**src/rtl/crp_pkg.sv**
```systemverilog
`default_nettype none
package crp_pkg;

  localparam int FOOTER_DEPTH = 1024;
  localparam int OFFSET_BITS  = 48;

  localparam int IDX_W = $clog2(FOOTER_DEPTH);
  localparam int CNT_W = $clog2(FOOTER_DEPTH + 1);

  // datapath is cut into slices, one per cell; operands padded to whole slices
  localparam int SLICE_BITS = 16;
  localparam int NCELL      = (OFFSET_BITS + SLICE_BITS - 1) / SLICE_BITS;
  localparam int PAD_W      = NCELL * SLICE_BITS;
  localparam int SETTLE_W   = (NCELL > 1) ? $clog2(NCELL) : 1;

  localparam int WINDOW_W    = 32;
  localparam int SECTOR_SIZE = 512;
  localparam int SECTOR_BITS = $clog2(SECTOR_SIZE);

  localparam logic [OFFSET_BITS-1:0] OFFSET_MAX = '1;

  localparam logic [WINDOW_W-1:0] WINDOW_RESET = 32'd4096;

  typedef enum logic [1:0] {
    OP_LOAD  = 2'd0,
    OP_HDR   = 2'd1,
    OP_CLEAR = 2'd2,
    OP_NONE  = 2'd3
  } crp_op_t;

  // register word index, taken from paddr[2]
  localparam logic REG_WINDOW = 1'b0;
  localparam logic REG_ALIGN  = 1'b1;

  typedef struct packed {
    logic [1:0]             opcode;
    logic [OFFSET_BITS-1:0] offset;
  } crp_in_t;

  typedef struct packed {
    logic [OFFSET_BITS-1:0] region_start;
    logic [OFFSET_BITS-1:0] region_end;
    logic                   ended_by_footer;
  } crp_out_t;

  // handed from one cell to the next
  typedef struct packed {
    logic carry;
    logic gt;
  } crp_link_t;

  typedef struct packed {
    logic                   gt;
    logic                   ovf;
    logic [OFFSET_BITS-1:0] sum;
  } crp_chain_res_t;

endpackage
`default_nettype wire

```
**src/rtl/crp_cell.sv**
```systemverilog
`default_nettype none
module crp_cell (
  input  wire                            clk,
  input  wire  [crp_pkg::SLICE_BITS-1:0] a_slice,
  input  wire  [crp_pkg::SLICE_BITS-1:0] b_slice,
  input  wire  [crp_pkg::SLICE_BITS-1:0] w_slice,
  input  crp_pkg::crp_link_t             link_in,
  output crp_pkg::crp_link_t             link_out,
  output logic [crp_pkg::SLICE_BITS-1:0] sum_slice
);
  import crp_pkg::*;

  logic [SLICE_BITS:0] add;
  logic                gt_here;

  assign add     = {1'b0, a_slice} + {1'b0, w_slice} + {{SLICE_BITS{1'b0}}, link_in.carry};
  // b > a decided by this slice unless equal, then by the lower slices
  assign gt_here = (b_slice > a_slice) || ((b_slice == a_slice) && link_in.gt);

  always_ff @(posedge clk) begin
    link_out.carry <= add[SLICE_BITS];
    link_out.gt    <= gt_here;
    sum_slice      <= add[SLICE_BITS-1:0];
  end

endmodule
`default_nettype wire

```
**src/rtl/crp_chain.sv**
```systemverilog
`default_nettype none
module crp_chain (
  input  wire                               clk,
  input  wire  [crp_pkg::OFFSET_BITS-1:0]   header,
  input  wire  [crp_pkg::OFFSET_BITS-1:0]   footer,
  input  wire  [crp_pkg::WINDOW_W-1:0]      window,
  output crp_pkg::crp_chain_res_t           res
);
  import crp_pkg::*;

  logic [PAD_W-1:0]                  a_pad;
  logic [PAD_W-1:0]                  b_pad;
  logic [PAD_W-1:0]                  w_pad;
  crp_link_t                         links [NCELL+1];
  logic [NCELL-1:0][SLICE_BITS-1:0]  sums;
  logic [PAD_W:0]                    sum_ext;

  assign a_pad    = PAD_W'(header);
  assign b_pad    = PAD_W'(footer);
  assign w_pad    = PAD_W'(window);
  assign links[0] = '0;

  // carry and compare state walk one cell per cycle; the operands must be
  // held steady until the result is used, which the chain does not enforce
  for (genvar k = 0; k < NCELL; k++) begin : g_cell
    crp_cell u_cell (
      .clk       (clk),
      .a_slice   (a_pad[k*SLICE_BITS +: SLICE_BITS]),
      .b_slice   (b_pad[k*SLICE_BITS +: SLICE_BITS]),
      .w_slice   (w_pad[k*SLICE_BITS +: SLICE_BITS]),
      .link_in   (links[k]),
      .link_out  (links[k+1]),
      .sum_slice (sums[k])
    );
  end

  assign sum_ext = {links[NCELL].carry, sums};
  assign res.gt  = links[NCELL].gt;
  assign res.ovf = |sum_ext[PAD_W:OFFSET_BITS];
  assign res.sum = sum_ext[OFFSET_BITS-1:0];

endmodule
`default_nettype wire

```
**config.mk**
```make
export PLATFORM = sky130hd
export DESIGN_NAME = crp_chain
export DESIGN_NICKNAME = d
export VERILOG_FILES = /design/src/rtl/crp_pkg.sv /design/src/rtl/crp_cell.sv /design/src/rtl/crp_chain.sv
export SDC_FILE = /design/constraint.sdc
export NUM_CORES = 1
export LEC_CHECK = 0
export BUFFER_PORTS_ARGS = -buffer_cell sky130_fd_sc_hd__clkbuf_2
export CAP_MARGIN = 20
export CORE_MARGIN = 4
export CORE_UTILIZATION = 25
export DETAILED_ROUTE_END_ITERATION = 8
export PLACE_DENSITY = 0.51
export SYNTH_ARGS = -nofsm -noshare
export SYNTH_HDL_FRONTEND = slang
export SYNTH_SLANG_ARGS = --single-unit
```
**constraint.sdc**
```tcl
create_clock -name clk -period 5 [get_ports clk]
set_input_delay 0.75 -clock clk [delete_from_list [all_inputs] [get_ports clk]]
set_output_delay 0.75 -clock clk [all_outputs]
set_load 0.02 [all_outputs]
```
======== Word level (Yosys, flattened, before mapping) ========
Index checks and enable logic that the tools add are counted.
storage, ports and cells
  bits in registers ....................... 54
  input port bits ......................... 129
  output and inout bits ................... 50
  word-level logic and storage cells ...... 22
cells by class
  $add $sub $neg .......................... 4
  magnitude comparators ................... 3
  equality and inequality tests ........... 2
  reductions and logical operators ........ 4
operators by type and width
  cell                 number
  $gt A16 B16 Y1       3
  $add A16 B16 Y17     2
  $eq A16 B16 Y1       2
  $add A16 B1 Y17      1
  $add A17 B1 Y17      1
  $logic_and A1 B1 Y1  2
  $logic_or A1 B1 Y1   2

======== Depth between registers and ports, before layout ========
  depth in word-level cells ............... 3
  mapped depth ............................ 8
  mapped depth without buffers ............ 8

======== Hierarchy ========
A second synthesis with hierarchy kept.
unflattened totals
  cells, all modules ...................... 524
  area, all modules ....................... 4560.6 sq um
modules (own cells, without submodules)
  module                            times used  cells each  area an instance (sq um)  sequential area each (sq um)
  crp_cell at g_cell[1].u_cell ...  2           172         1498.9                    360.3
  crp_cell at g_cell[0].u_cell      1           179         1559.0                    360.3
  crp_chain                         1           1           3.8                       0.0

======== Worst setup path after synthesis ========
OpenSTA, ideal clock, no wires.
  path kind ............................... input port to flip-flop
  start point ............................. in header[16] (netlist name)
  end point ............................... reg g_cell[1].u_cell.sum_slice[14] (netlist name)
  setup time .............................. 0.124 ns
  arrival time ............................ 2.662 ns
  data required time ...................... 4.876 ns
  path slack .............................. 2.213 ns
  cell stages on the path ................. 8
  buffers on the path ..................... 0
  cell sequence ........................... fa_1 > fa_1 > a21oi_1 > nor2_1 > o21ai_2 > a31oi_4 > mux2i_1 > a2111o_1
on the way
  word-level cells in the longest chain between the ends .. 2
RTL lines
  element                       line            RTL
  start: declaration            crp_chain.sv:4  input wire [crp_pkg::OFFSET_BITS-1:0] header,
  $add A16 B16 Y17              crp_cell.sv:16  assign add = {1'b0, a_slice} + {1'b0, w_slice} + {{SLICE_BITS{1'b0}}, link_in.carry};
  $add A17 B1 Y17               crp_cell.sv:16
  via g_cell[1].u_cell.add[14]  crp_cell.sv:13  logic [SLICE_BITS:0] add;
  end signal: assignment        crp_cell.sv:23  sum_slice <= add[SLICE_BITS-1:0];
  end: declaration              crp_cell.sv:9   output logic [crp_pkg::SLICE_BITS-1:0] sum_slice
The timed path passes the listed nets, and every way through them passes these cells.

======== Worst setup path after layout ========
Same ends and word-level chain as after synthesis.

==> impl_metrics.tcl <==
set metrics [dict create \
    die_area_mm2 0.0186 \
    buffer_ports.inserted 178 \
    detailroute.via_count 3981 \
    critical_path.endpoint_type "flop" \
    vdd_drop_max_mv 0.132 \
    synth-warning-count 0 \
    cts-buffers-inserted 5 \
    pwr_density_cell_mw_per_mm2 260 \
    ys_ff_latch 54 \
    sequential_cell_area_mm2 0.00108 \
    run_status "completed" \
    cts_sinks 54 \
    die_x_um 136 \
    core_area_mm2 0.0160 \
    post_detailed_route_drc_marker_count 0 \
    antenna_found_initial 0 \
    cp.buffers_inverters 1 \
    final_setup_viols 0 \
    hold_path_class "flop to flop" \
    finalClockSkew_ps 7.55 \
    number_of_pins_with_negative_max_slew_slack_in_the_final_report 0 \
    ws_path_type "input port to flop" \
    detailed_place_hpwl_um 10900 \
    post_layout_nonfiller_instances 880 \
    report.power.total_w 0.00141 \
    fin_crit_ps 2860 \
    globalRouteTotalUtil_pct 13.1 \
    boundaryPins 179 \
    globalRouteMet2Util_pct 23.0 \
    cap_violations 0 \
    flow.area_growth_from_synthesis_pct 31.4 \
    gp_congestion 0.820 \
    top_usage_layer "met2" \
    synth_nets 693 \
    layout_commonest_cell "clkbuf_2" \
    grt_pass1_vias 4044 \
    final_nets 876 \
    drive_gt1_share_pct 30.0 \
    n_fill_cell 1746 \
    netlist_instances 480 \
    postRouteAntennaNets 0 \
    met3_usage_pct 2.81 \
    clk_pin_slew_ps 70 \
    critical_path_required_ps 5180 \
    post-route-period-util_pct 57.3 \
    category_of_cells_accounting_for_the_largest_share_of_critical_path_delay "compound AO/OA/AOI/OAI gates" \
    multi_input_comb_area_mm2 0.00281 \
    syn_area_mm2 0.00413 \
    clock-root-buffer "clkbuf_16" \
    synth-seq-area-share_pct 26.2 \
    synth.lib_cells_used.distinct 48 \
    detail_route.vias_per_cell 4.52 \
    row_cnt 46 \
    grt_max_degree 16 \
    drt_wl_total_um 12200 \
    critPathMostFrequentCell "fa_1" \
    place_inst 872 \
    fraction_of_registers_with_async_set_or_reset_after_synthesis_pct 0 \
    cts_setup_buffers 0 \
    cts_tree "yes" \
    synthesis.area_per_instance_um2 8.59 \
    post_drt_wl_per_cell_um 13.9 \
    leakage_nw 2.86 \
    timing.max_slew.rel_slack_pct 67.5 \
    die-height_um 136 \
    critical_path_startpoint_category "input port" \
    critPathMaxFanout 3 \
    commonest_non_fill_non_tap_cells_in_the_layout "178 x clkbuf_2, 81 x ha_1, 58 x inv_1" \
    antenna_cells_inserted 0 \
    grt_first_pass_wirelength_um 19600 \
    drtPass1Iterations 4 \
    final_util_pct 33.9 \
    start_util_pct 25.8 \
    slowest_delay_ps 470 \
    cts_buffer_depth 2 \
    synth_edf_count 0 \
    postCtsHoldBufs 0 \
    tns_ps 0 \
    grt_use_met1_pct 16.3 \
    synth-main-ff-cell "dfxtp_1" \
    timing.fmax_mhz 349 \
    arrival_ps 3040 \
    clk-insertion-delay-late_ps 300 \
    cts.repair.resized 0 \
    cts.htree.levels 2 \
    finalHoldViolations 0 \
    globalRouteOverflowTotal 0 \
    first_iter_violations 126 \
    crit_chain "clkbuf_2 -> fa_1 -> fa_1 -> a21oi_1 -> nor2_1 -> o21ai_2 -> a31oi_4 -> mux2i_1 -> a2111o_1" \
    critPathSlowestCell "fa_1" \
    timing_worst_slew_pin_value_ps 482 \
    unrepaired_setup_endpoints_after_global_routing "false" \
]
-- power by group --
group | switching, W | leakage (nW) | total [W] | internal [W]
logic | 0.000309 | 2.33 | 0.000521 | 0.000213
clock network | 0.000164 | 0.0739 | 0.000363 | 0.000199
registers | 0.0000233 | 0.455 | 0.000523 | 0.000500
-- cells by family after synthesis --
| group | count (synthesis) | synth area share [%] |
|---|---|---|
| AO/OA/AOI/OAI | 109 | 17.5 |
| XOR/XNOR | 31 | 6.58 |
| AND/OR/NAND/NOR | 140 | 17.5 |
| flip-flops | 54 | 26.2 |
| multiplexers | 2 | 0.485 |
| buffers and inverters | 60 | 5.64 |
| adder cells (fa/ha/maj) | 84 | 26.0 |
-- synth_stat cells (all sizes together) (5+ instances only) --
master	number	share of area (%)
nor3	11	1.6
ha	81	25
xnor2	23	4.9
nand4	17	2.6
nand2b	9	1.4
nor2	34	3.1
nand3	13	1.8
xor2	8	1.7
nor2b	7	1.1
dfxtp	54	26
a21oi	46	5.7
nand2	27	2.5
o21ai	18	2.4
and3	5	0.79
a21o	18	3.3
inv	58	5.3
-- per-stage QoR --
stage,worst slack (ps),hold WS (ps),area [um^2]
floorplan,2210,420,4130
global placement,1910,438,5270
detailed placement,1850,441,5270
CTS,2160,457,5420
global route,2010,473,5420
finish,2140,455,5420
-- worst reg2reg max path, delay by kind of cell (launching register included) --
kind,cells,cell delay (ps)
flops,1,310
fa+ha+maj,2,870
compound gates,4,1010
simple gates,1,100
mux,1,140
-- routing by layer --
metal  routed length (um)  vias up
li1                     -     2073
met1                 5400     1797
met2                 6030      104
met3                  665        7
met4                  131        0
met5                    0        -
-- cell type report --
cell class	instances	share of cell area [%]
clock buffer	7	2.63
clock inverter	1	0.0924
inverter	58	4.02
multi-input combinational	366	51.9
sequential	54	19.9
tap	216	4.99
timing repair buffer	178	16.4
-- worst paths after layout --
path	from	endpoint	slack, ps	depth (start not counted)
worst min-delay path	g_cell[1].u_cell.link_out[1]	g_cell[2].u_cell.sum_slice[0]	450	1
worst max-delay path	header[16]	g_cell[1].u_cell.sum_slice[14]	2140	9
worst min register to register	g_cell[1].u_cell.link_out[1]	g_cell[2].u_cell.sum_slice[0]	450	1
worst max register to register	g_cell[0].u_cell.link_out[1]	g_cell[1].u_cell.sum_slice[14]	2440	8
-- registers in the layout (all words and copies together), names as in the netlist --
register                 flops
g_cell.u_cell.link_out       6
g_cell.u_cell.sum_slice     48
Note: power is estimated with default switching activity, not from simulation.
